==> src/sv/debounced_press_length_classifier_assert.svh <==
// Assertion macros used by the classifier engine.
`ifndef DEBOUNCED_PRESS_LENGTH_CLASSIFIER_ASSERT_SVH
`define DEBOUNCED_PRESS_LENGTH_CLASSIFIER_ASSERT_SVH

// The consequent must hold in the same cycle as the antecedent.
`define DPLC_ASSERT_NOW(label, ante, cons) \
  label: assert property (@(posedge clk_i) disable iff (!rst_ni) (ante) |-> (cons)) \
    else $error("dplc: same-cycle check failed");

// The consequent must hold in the cycle after the antecedent.
`define DPLC_ASSERT_NEXT(label, ante, cons) \
  label: assert property (@(posedge clk_i) disable iff (!rst_ni) (ante) |=> (cons)) \
    else $error("dplc: next-cycle check failed");

`endif

==> src/sv/dplc_pkg.sv <==
package dplc_pkg;

  localparam int unsigned TimeBitsDef  = 32;
  localparam int unsigned SampleBits   = 32;
  localparam int unsigned CfgTimeBits  = 16;
  localparam int unsigned InDataBits   = 40;
  localparam int unsigned OutDataBits  = 8;
  localparam int unsigned ApbAddrBits  = 4;
  localparam int unsigned ApbDataBits  = 32;

  localparam logic [CfgTimeBits-1:0] DebounceReset  = 16'd25;
  localparam logic [CfgTimeBits-1:0] LongPressReset = 16'd600;
  localparam logic [CfgTimeBits-1:0] HoldReset      = 16'd1600;
  localparam logic                   EnableReset    = 1'b1;

  typedef enum logic [1:0] {
    GESTURE_NONE  = 2'd0,
    GESTURE_SHORT = 2'd1,
    GESTURE_LONG  = 2'd2,
    GESTURE_HOLD  = 2'd3
  } gesture_e;

  typedef enum logic [1:0] {
    REG_DEBOUNCE   = 2'd0,
    REG_LONG_PRESS = 2'd1,
    REG_HOLD       = 2'd2,
    REG_ENABLE     = 2'd3
  } reg_idx_e;

  typedef struct packed {
    logic [CfgTimeBits-1:0] debounce_time;
    logic [CfgTimeBits-1:0] long_press_time;
    logic [CfgTimeBits-1:0] hold_time;
    logic                   enable;
  } dplc_cfg_t;

endpackage

==> src/sv/dplc_engine.sv <==
module dplc_engine #(
  parameter int unsigned TIME_BITS = dplc_pkg::TimeBitsDef
) (
  input  logic                                clk_i,
  input  logic                                rst_ni,
  input  dplc_pkg::dplc_cfg_t                 cfg_i,
  input  logic                                step_i,
  input  logic [dplc_pkg::SampleBits-1:0]     sample_time_i,
  input  logic                                button_down_i,
  output dplc_pkg::gesture_e                  gesture_o
);
  import dplc_pkg::*;

  `include "debounced_press_length_classifier_assert.svh"

  logic                 last_raw_q, last_raw_d;
  logic                 deb_q, deb_d;
  logic [TIME_BITS-1:0] raw_change_q, raw_change_d;
  logic [TIME_BITS-1:0] press_start_q, press_start_d;
  logic                 hold_rep_q, hold_rep_d;

  logic [TIME_BITS-1:0] now;
  logic [TIME_BITS-1:0] since_raw;
  logic [TIME_BITS-1:0] since_press_old;
  logic [TIME_BITS-1:0] since_press_new;
  logic                 deb_change;
  logic                 hold_mid;
  gesture_e             ev;
  logic                 release_ev;
  logic [TIME_BITS+2:0] frozen_state;

  always_comb begin
    now          = TIME_BITS'(sample_time_i);
    raw_change_d = (button_down_i != last_raw_q) ? now : raw_change_q;
    last_raw_d   = button_down_i;
    since_raw    = now - raw_change_d;
    deb_change   = (since_raw >= TIME_BITS'(cfg_i.debounce_time)) && (button_down_i != deb_q);
    deb_d        = deb_change ? button_down_i : deb_q;

    // A new press restarts the press timer and re-arms the hold report.
    press_start_d   = (deb_change && button_down_i) ? now : press_start_q;
    hold_mid        = (deb_change && button_down_i) ? 1'b0 : hold_rep_q;
    since_press_old = now - press_start_q;
    since_press_new = now - press_start_d;

    ev = GESTURE_NONE;
    if (deb_change && !button_down_i && !hold_rep_q) begin
      ev = (since_press_old >= TIME_BITS'(cfg_i.long_press_time)) ? GESTURE_LONG
                                                                   : GESTURE_SHORT;
    end

    hold_rep_d = hold_mid;
    if (deb_d && !hold_mid && (since_press_new >= TIME_BITS'(cfg_i.hold_time))) begin
      hold_rep_d = 1'b1;
      ev         = GESTURE_HOLD;
    end

    gesture_o = cfg_i.enable ? ev : GESTURE_NONE;
  end

  always_ff @(posedge clk_i or negedge rst_ni) begin
    if (!rst_ni) begin
      last_raw_q    <= 1'b0;
      deb_q         <= 1'b0;
      raw_change_q  <= '0;
      press_start_q <= '0;
      hold_rep_q    <= 1'b0;
    end else if (step_i && cfg_i.enable) begin
      last_raw_q    <= last_raw_d;
      deb_q         <= deb_d;
      raw_change_q  <= raw_change_d;
      press_start_q <= press_start_d;
      hold_rep_q    <= hold_rep_d;
    end
  end

  assign release_ev   = (gesture_o == GESTURE_SHORT) || (gesture_o == GESTURE_LONG);
  assign frozen_state = {deb_q, last_raw_q, hold_rep_q, raw_change_q};

  `DPLC_ASSERT_NEXT(a_frozen_when_off, step_i && !cfg_i.enable, $stable(frozen_state))
  `DPLC_ASSERT_NEXT(a_hold_marks_state, step_i && (gesture_o == GESTURE_HOLD), hold_rep_q && deb_q)
  `DPLC_ASSERT_NEXT(a_release_events, step_i && release_ev, !deb_q && !hold_rep_q)
  `DPLC_ASSERT_NOW(a_release_needs_level, release_ev, deb_q && !button_down_i)

endmodule

==> src/sv/debounced_press_length_classifier.sv <==
// Debounced press-length classifier: each input beat is one poll of a push button
// (millisecond timestamp and sampled level) and gives exactly one output beat with
// the gesture: none, short press, long press or hold. One beat is taken every clock
// cycle unless the result stalls; each poll waits in the input register, is
// classified, and its result beat is presented from the result register.
// A stalled result holds the input register, and the input stalls once both are full.
// Timestamps are held TIME_BITS wide and compared modulo 2^TIME_BITS.
// Registers (APB, byte address 4*i): 0 debounce time, 1 long-press time, 2 hold
// time, 3 enable. Write them only while no beat is in flight.
module debounced_press_length_classifier #(
  parameter int unsigned TIME_BITS = dplc_pkg::TimeBitsDef
) (
  input  logic                              clk_i,
  input  logic                              rst_ni,
  // Input stream.
  input  logic                              s_axis_tvalid,
  output logic                              s_axis_tready,
  // [31:0] sample_time, [32] button_down, [39:33] zero
  input  logic [dplc_pkg::InDataBits-1:0]   s_axis_tdata,
  // Result stream.
  output logic                              m_axis_tvalid,
  input  logic                              m_axis_tready,
  // [1:0] gesture, [7:2] zero
  output logic [dplc_pkg::OutDataBits-1:0]  m_axis_tdata,
  // Configuration port.
  input  logic                              psel,
  input  logic                              penable,
  input  logic                              pwrite,
  input  logic [dplc_pkg::ApbAddrBits-1:0]  paddr,
  input  logic [dplc_pkg::ApbDataBits-1:0]  pwdata,
  output logic [dplc_pkg::ApbDataBits-1:0]  prdata,
  output logic                              pready
);
  import dplc_pkg::*;

  dplc_cfg_t cfg_q, cfg_d;
  reg_idx_e  reg_idx;
  logic      cfg_wr;

  logic                  in_valid_q, in_valid_d;
  logic [SampleBits-1:0] in_time_q;
  logic                  in_level_q;
  logic                  out_valid_q, out_valid_d;
  gesture_e              out_gesture_q;
  gesture_e              gesture;
  logic                  advance;
  logic                  step;
  logic                  in_accept;

  // Configuration registers.
  assign pready  = 1'b1;
  assign reg_idx = reg_idx_e'(paddr[ApbAddrBits-1:2]);
  assign cfg_wr  = psel && penable && pwrite;

  always_comb begin
    cfg_d  = cfg_q;
    prdata = '0;
    case (reg_idx)
      REG_DEBOUNCE: begin
        prdata = ApbDataBits'(cfg_q.debounce_time);
        if (cfg_wr) cfg_d.debounce_time = pwdata[CfgTimeBits-1:0];
      end
      REG_LONG_PRESS: begin
        prdata = ApbDataBits'(cfg_q.long_press_time);
        if (cfg_wr) cfg_d.long_press_time = pwdata[CfgTimeBits-1:0];
      end
      REG_HOLD: begin
        prdata = ApbDataBits'(cfg_q.hold_time);
        if (cfg_wr) cfg_d.hold_time = pwdata[CfgTimeBits-1:0];
      end
      REG_ENABLE: begin
        prdata = ApbDataBits'(cfg_q.enable);
        if (cfg_wr) cfg_d.enable = pwdata[0];
      end
      default: begin
        prdata = '0;
      end
    endcase
  end

  always_ff @(posedge clk_i or negedge rst_ni) begin
    if (!rst_ni) begin
      cfg_q.debounce_time   <= DebounceReset;
      cfg_q.long_press_time <= LongPressReset;
      cfg_q.hold_time       <= HoldReset;
      cfg_q.enable          <= EnableReset;
    end else begin
      cfg_q <= cfg_d;
    end
  end

  // Input register and result register; the result register frees as soon as
  // its beat is taken, so a new poll can be classified in the same cycle.
  assign advance       = !out_valid_q || m_axis_tready;
  assign step          = in_valid_q && advance;
  assign s_axis_tready = !in_valid_q || advance;
  assign in_accept     = s_axis_tvalid && s_axis_tready;

  always_comb begin
    in_valid_d = in_valid_q;
    if (in_accept) begin
      in_valid_d = 1'b1;
    end else if (step) begin
      in_valid_d = 1'b0;
    end
    out_valid_d = out_valid_q;
    if (step) begin
      out_valid_d = 1'b1;
    end else if (m_axis_tready) begin
      out_valid_d = 1'b0;
    end
  end

  always_ff @(posedge clk_i or negedge rst_ni) begin
    if (!rst_ni) begin
      in_valid_q  <= 1'b0;
      out_valid_q <= 1'b0;
    end else begin
      in_valid_q  <= in_valid_d;
      out_valid_q <= out_valid_d;
    end
  end

  always_ff @(posedge clk_i) begin
    if (in_accept) begin
      in_time_q  <= s_axis_tdata[SampleBits-1:0];
      in_level_q <= s_axis_tdata[SampleBits];
    end
    if (step) begin
      out_gesture_q <= gesture;
    end
  end

  dplc_engine #(
    .TIME_BITS(TIME_BITS)
  ) u_engine (
    .clk_i         (clk_i),
    .rst_ni        (rst_ni),
    .cfg_i         (cfg_q),
    .step_i        (step),
    .sample_time_i (in_time_q),
    .button_down_i (in_level_q),
    .gesture_o     (gesture)
  );

  assign m_axis_tvalid = out_valid_q;
  assign m_axis_tdata  = OutDataBits'(out_gesture_q);

endmodule
==> config.mk <==
export PLATFORM = sky130hd
export DESIGN_NAME = debounced_press_length_classifier
export DESIGN_NICKNAME = d
export VERILOG_FILES = /design/src/sv/dplc_pkg.sv /design/src/sv/dplc_engine.sv /design/src/sv/debounced_press_length_classifier.sv
export VERILOG_INCLUDE_DIRS = /design/src /design/src/sv
export SDC_FILE = /design/constraint.sdc
export NUM_CORES = 1
export LEC_CHECK = 0
export BUFFER_PORTS_ARGS = -buffer_cell sky130_fd_sc_hd__clkbuf_2
export CORE_MARGIN = 2
export CORE_UTILIZATION = 56
export CTS_CLUSTER_DIAMETER = 200
export CTS_CLUSTER_SIZE = 40
export DETAILED_ROUTE_END_ITERATION = 16
export PLACE_DENSITY = 0.76
export SLEW_MARGIN = 20
export SYNTH_ARGS = -nofsm -noshare
export SYNTH_HDL_FRONTEND = slang
export SYNTH_SLANG_ARGS = --single-unit
==> constraint.sdc <==
create_clock -name clk_i -period 14.9 [get_ports clk_i]
set_input_delay 0.745 -clock clk_i [delete_from_list [all_inputs] [get_ports clk_i]]
set_output_delay 0.745 -clock clk_i [all_outputs]
set_load 0.05 [all_outputs]
==> reports/summary.txt, run 1 <==
H-tree levels: 4
Status: finished clean
First-pass detailed-route iteration total: 6
Post-synthesis sequential area ratio: 28.45%
Num ports: 126
Commonest cells in the synthesized netlist: nand2_1 (218), o21ai_0 (181), ha_1 (128)
Area grow syn2layout: 8.079%
Top cells by area, synth: dfrtp_1 (19%), ha_1 (11%), edfxtp_1 (7.4%), o21ai_0 (6.4%), nand2_1 (5.8%)
Fin. Hold Viols: 0
Root Buffer: clkbuf_16
WP data required: 15080 ps
Hold Slack: 339.4 ps
CTS sink count: 153
Post-CTS Setup Repair Bufs: 0
Post_cts resized: 0
Clk pin slew, worst setup/hold paths: 70 ps
Max-Slew Margin vs Limit: 44.80%
Synth async-reset ratio: 77.12%
Max-cap violations: 0
GPL Wtd Cong: 0.9791
Minimum clock period: 12390 ps
Setup CP Type: flip-flop to flip-flop
Die height: 162.8 um
Fin. max-slew vios: 0
Worst-Margin Slew: 820.5 ps
Pin count of the biggest net entering global routing: 76
Seq pwr share: 19.6%
Vias in the first global route: 11890
DRC: 0
Chip width: 162.8 um
CTS tree: built
Worst-path cell with the longest stage delay: buf_4
Ys Warns: 0
CTS Buffer Depth: 2
Number of flops mapped to enable cells by yosys: 35
Maximum VDD drop: 0.09789 mV
Starting Density: 56.58%
Number of synthesized register bits: 153
Core area: 24960 um^2
Place WS: 2627 ps
Reg2Reg Depth: 49
Min setup slack post-route: 2515 ps
Filler Cell Count: 2205
CP Depth: 49
CP Capture Type: flip-flop
Critical path launch point type: flip-flop
Drt initial violations: 1074
RSZ-0062 raised after global routing: false
Total track usage: 28.95%
Mapped Area: 14120 um^2
Initial antenna violation count: 0
Share of layout cells above drive strength 1: 10.66%
TNS Setup: 0 ps
Clock share of power: 13.2%
CP top delay family: compound AO/OA/AOI/OAI gates
DPL Wire Length: 30.09 mm
Routed vias: 12780
Worst skew pair latency: 430 ps
Die area: 26510 um^2
Number of nets in the layout: 1963
Syn Inst Count: 1712
Lkg Pwr: 6.959 nW
Rows: 58
Setup violations, final: 0
Yosys cell types: 86
Comb pwr share: 67.2%
Critical path arrival: 12570 ps
Worst path bufs/invs: 3
Hold buffers post-CTS: 0
Most frequently used flop master after synthesis: dfrtp_1
Post-synth top area share: 18.96%
Global-route wire length before repair: 61.05 mm
Slowest stage delay, CP: 590 ps
Syn Area/Cell: 8.250 um^2
Fmax: 80.74 MHz
Fin crit share: 83.12%
Grt total ovfl: 0
Routed WL per cell: 18.25 um
Worst hold path class: primary input to asynchronous set/reset pin
Top-count cell post-synth: nand2_1
Final antenna-violating net count: 0
Inserted Clock Buffers: 17
CP Max Fanout: 46
Switching pwr: 1.680 mW
Skew final: 14.64 ps
Routed wire length: 38.19 mm
Yosys top cell by area: dfrtp_1
Internal power: 1.718 mW
PortBufs: 77
Pwr dens: 222.6 nW/um^2
Switching part of the total power: 49.44%
Vias per Instance: 6.105
# diodes: 0
-- kinds of logic after synthesis --
| logic type | after synthesis | share of synthesized area, % |
|---|---|---|
| AO/OA/AOI/OAI | 518 | 23.39 |
| XOR/XNOR | 58 | 3.650 |
| adder cells (fa/ha/maj) | 148 | 12.91 |
| multiplexers | 100 | 7.441 |
| AND/OR/NAND/NOR | 523 | 17.66 |
| flip-flops | 153 | 28.45 |
| other | 2 | 0.05317 |
| buffers and inverters | 210 | 6.449 |
-- routing by layer --
metal / up-vias / GRT usage [%] / part of all wire, %
met3: 53 / 3.794 / 6.8
met1: 6020 / 42.15 / 48
met5: - / 0 / 0
met4: 0 / 7.522 / 1.9
met2: 463 / 45.42 / 44
li1: 6241 / - / -
-- through the flow --
| step | instances | util (%) | cell area (um^2) | power (mW) |
|---|---|---|---|---|
| 6_report | 2093 | 61.15 | 15260 | 3.398 |
| 5_1_grt | 2093 | 61.15 | 15260 | 3.684 |
| 4_1_cts | 2092 | 61.05 | 15240 | 3.364 |
| 3_5_place_dp | 2060 | 58.64 | 14640 | 2.902 |
| 3_3_place_gp | 2060 | 58.63 | 14640 | 2.829 |
| 2_1_floorplan | 1733 | - | 14200 | 2.388 |
-- worst register-to-register path, delay by kind of cell, from the launching register on --
family	cells	cell delay, ps
buf+inv	3	1110
simple gates	13	2690
xor+xnor	3	500
flops	1	560
compound gates	22	4700
fa+ha+maj	8	2580
-- cell type report --
cell class | count | area, um^2 | share of cell area, %
clock inverter | 13 | 148.9 | 0.9754
tap | 330 | 412.9 | 2.705
inverter | 122 | 457.9 | 3.000
clock buffer | 19 | 454.2 | 2.975
sequential | 153 | 4018 | 26.32
multi-input combinational | 1370 | 9301 | 60.93
timing repair buffer | 86 | 471.7 | 3.090
-- worst paths after layout --
path | from | to | slack, ps
max | in_level_q$_DFFE_PP_ | out_gesture_q[1]$_SDFFCE_PN0P_ | 2510
min | rst_ni | u_engine.press_start_q[4]$_DFFE_PN0P_ | 340
max reg2reg | in_level_q$_DFFE_PP_ | out_gesture_q[1]$_SDFFCE_PN0P_ | 2510
min reg2reg | u_engine.raw_change_q[26]$_DFFE_PN0P_ | u_engine.raw_change_q[26]$_DFFE_PN0P_ | 480
max in group asynchronous | rst_ni | u_engine.raw_change_q[18]$_DFFE_PN0P_ | 13480
min in group clk_i | u_engine.raw_change_q[26]$_DFFE_PN0P_ | u_engine.raw_change_q[26]$_DFFE_PN0P_ | 480
-- power by group through the flow --
stage / clock [mW] / sequential [mW] / combinational (mW)
final: 0.450 / 0.666 / 2.28
after global routing: 0.471 / 0.683 / 2.53
after floorplan: 0 / 0.639 / 1.75
after CTS: 0.455 / 0.662 / 2.25
after global placement: 0 / 0.662 / 2.17
after detailed placement: 0 / 0.670 / 2.23
-- cells in the final DEF (no fill, tap or decap), types with 16 or more instances in the layout --
cell type / instances
nand2_1: 218
o21ai_0: 181
ha_1: 128
inv_1: 122
a21oi_1: 108
dfrtp_1: 107
nor2_1: 96
clkbuf_2: 76
mux2i_1: 69
a21o_1: 46
edfxtp_1: 35
nand2b_1: 30
nor3_1: 30
mux2_2: 30
xnor2_1: 30
xor2_1: 26
nand3_1: 25
nor2b_1: 25
conb_1: 23
nand4_1: 22
o21a_1: 21
clkbuf_16: 18
a31oi_1: 17
maj3_1: 17
and3_1: 16
o21bai_1: 16
-- sequential cells by signal, summed over array words and instances, names as in the netlist --
register and count:
in_valid_q 1, m_axis_tvalid 1, out_gesture_q 2, in_level_q 1
u_engine.press_start_q 32, u_engine.hold_rep_q 1, in_time_q 32, u_engine.raw_change_q 32
cfg_q 49, u_engine.deb_q 1, u_engine.last_raw_q 1
Note: power is estimated with default switching activity, not from simulation.
==> run 2, diff against run 1 <==
--- a/config.mk
+++ b/config.mk
@@ -12,7 +12,7 @@
 export CTS_CLUSTER_DIAMETER = 200
 export CTS_CLUSTER_SIZE = 40
 export DETAILED_ROUTE_END_ITERATION = 16
-export PLACE_DENSITY = 0.76
+export PLACE_DENSITY = 0.79
 export SLEW_MARGIN = 20
 export SYNTH_ARGS = -nofsm -noshare
 export SYNTH_HDL_FRONTEND = slang
==> constraint.sdc (replaced) <==
create_clock -name clk_i -period 11.02 [get_ports clk_i]
set_input_delay 0.551 -clock clk_i [delete_from_list [all_inputs] [get_ports clk_i]]
set_output_delay 0.551 -clock clk_i [all_outputs]
set_load 0.05 [all_outputs]
==> run 2 against run 1 <==
  * Worst hold slack got worse by 100 ps
  * Highest routed layer unchanged
  * Sequential power rose by 35%
  * Sequential share of layout area fell by 0.42 points
  * Via count rose by 1.7%
  * Largest cell class unchanged
  * Cell area rose by 1.7%
==> reports/summary.txt, run 2 (same netlist as run 1, synthesis figures left out) <==
Status: finished clean
Worst-path cell with the longest stage delay: edfxtp_1
DRC: 0
Critical path launch point type: flip-flop
CTS sink count: 153
Critical Path Start: in_level_q$_DFFE_PP_
Fin area: 15520 um^2
Total track usage: 29.46%
Maximum VDD drop: 0.1360 mV
Starting Density: 56.58%
Register-to-Register Setup Slack: 560 ps
Pwr dens: 307.2 nW/um^2
Routed WL per cell: 18.54 um
Slowest stage delay, CP: 460 ps
Filler Cell Count: 2185
Rows: 58
CTS Buffer Depth: 2
H-tree levels: 4
Worst skew pair latency: 440 ps
Flip-flop count of the largest register after layout: 49
FF-to-FF End: out_gesture_q[1]$_SDFFCE_PN0P_
Critical Path Sink: out_gesture_q[1]$_SDFFCE_PN0P_
Drt initial violations: 1178
CP Max Fanout: 7
TNS Setup: 0 ps
Fin. Hold Viols: 0
Root Buffer: clkbuf_16
DPL Wire Length: 30.62 mm
Chip width: 162.8 um
Number of nets in the layout: 1983
Share of layout cells above drive strength 1: 12.62%
Max-cap violations: 0
CP Capture Type: flip-flop
CTS tree: built
Global-route wire length before repair: 62.31 mm
Fmax: 95.63 MHz
Min setup slack post-route: 563.1 ps
Die area: 26510 um^2
Vias per Instance: 6.149
Die height: 162.8 um
# diodes: 0
Fin crit share: 94.89%
Setup CP Type: flip-flop to flip-flop
Num ports: 126
GPL Wtd Cong: 0.9838
Minimum clock period: 10460 ps
Commonest non-fill, non-tap cell in the layout: nand2_1
Final antenna-violating net count: 0
PortBufs: 77
Critical path arrival: 10650 ps
Placed Area: 14750 um^2
Worst-Margin Slew: 922.4 ps
Routed vias: 12990
Commonest non-fill, non-tap cells in the layout: nand2_1 (218), o21ai_0 (177), ha_1 (126)
First-pass detailed-route iteration total: 5
Fin. max-slew vios: 0
Hold buffers post-CTS: 0
Clk pin slew, worst setup/hold paths: 80 ps
Largest Register: cfg_q
Lkg Pwr: 7.066 nW
Inserted Clock Buffers: 17
Critical R2R Launch: in_level_q$_DFFE_PP_
Setup violations, final: 0
Worst hold path class: primary input to asynchronous set/reset pin
Reg2Reg Depth: 48
Place WS: 261.5 ps
Max-Slew Margin vs Limit: 38.51%
Initial antenna violation count: 0
Hold Slack: 234.9 ps
Area grow syn2layout: 9.869%
Skew final: 17.86 ps
Pin count of the biggest net entering global routing: 70
WP data required: 11210 ps
Routed wire length: 39.18 mm
Grt total ovfl: 0
Core area: 24960 um^2
Final core utilization: 62.16%
Vias in the first global route: 12200
==> run 2: power breakdown <==
| group | switching [mW] | total [mW] | internal (mW) |
|---|---|---|---|
| Combinational | 1.95 | 3.25 | 1.30 |
| Sequential | 0.142 | 0.901 | 0.759 |
| Clock | 0.276 | 0.621 | 0.345 |
==> run 2: metrics by stage <==
| step | cells | power (mW) |
|---|---|---|
| 6_report | 2113 | 4.766 |
| 2_1_floorplan | 1733 | 3.229 |
| 3_3_place_gp | 2075 | 3.887 |
| 3_5_place_dp | 2075 | 3.978 |
| 5_1_grt | 2113 | 5.147 |
| 4_1_cts | 2107 | 4.622 |
==> run 2: worst max-delay path: cells and delay by family, from the launching register on <==
kind	cells	cell delay, ps
AO/OA/AOI/OAI	23	4350
flip-flops	1	460
adder cells (fa/ha/maj)	8	2510
buffers and inverters	2	220
XOR/XNOR	3	510
AND/OR/NAND/NOR	11	1910
multiplexers	1	230
==> run 2: metal layers <==
| layer | vias up | global-route usage, % | part of all wire (%) |
|---|---|---|---|
| li1 | 6284 | - | - |
| met1 | 6155 | 42.34 | 46 |
| met2 | 492 | 45.86 | 45 |
| met3 | 62 | 5.475 | 7.1 |
| met4 | 0 | 7.241 | 1.8 |
| met5 | - | 0 | 0 |
==> run 2: area by class of cell <==
cell class | count | area (um^2) | area share, %
clock buffers | 18 | 429.2 | 2.766
repair buffers | 106 | 618.1 | 3.983
flip-flops and latches | 153 | 4019 | 25.90
multi-input cells | 1370 | 9404 | 60.60
well taps | 330 | 412.9 | 2.661
clock inverters | 14 | 176.4 | 1.137
inverters | 122 | 457.9 | 2.951
==> run 2: worst min path at each step <==
| stage | endpoint | cells after the start | slack [ps] | from |
|---|---|---|---|---|
| 2_1_floorplan | cfg_q[12]$_DFFE_PN0P_ | 0 | 260 | rst_ni |
| 3_3_place_gp | u_engine.raw_change_q[0]$_DFFE_PN0P_ | 2 | 460 | u_engine.raw_change_q[0]$_DFFE_PN0P_ |
| 3_5_place_dp | u_engine.raw_change_q[0]$_DFFE_PN0P_ | 2 | 470 | u_engine.raw_change_q[0]$_DFFE_PN0P_ |
| 4_1_cts | u_engine.press_start_q[4]$_DFFE_PN0P_ | 1 | 270 | rst_ni |
| 5_1_grt | in_time_q[1]$_DFFE_PP_ | 1 | 260 | s_axis_tdata[1] |
| 6_report | u_engine.press_start_q[4]$_DFFE_PN0P_ | 1 | 230 | rst_ni |
==> run 2: timing repair <==
item,4_1_cts,5_1_grt
gates resized for setup,0,27
buffers inserted,0,5
setup endpoints to repair,0,3
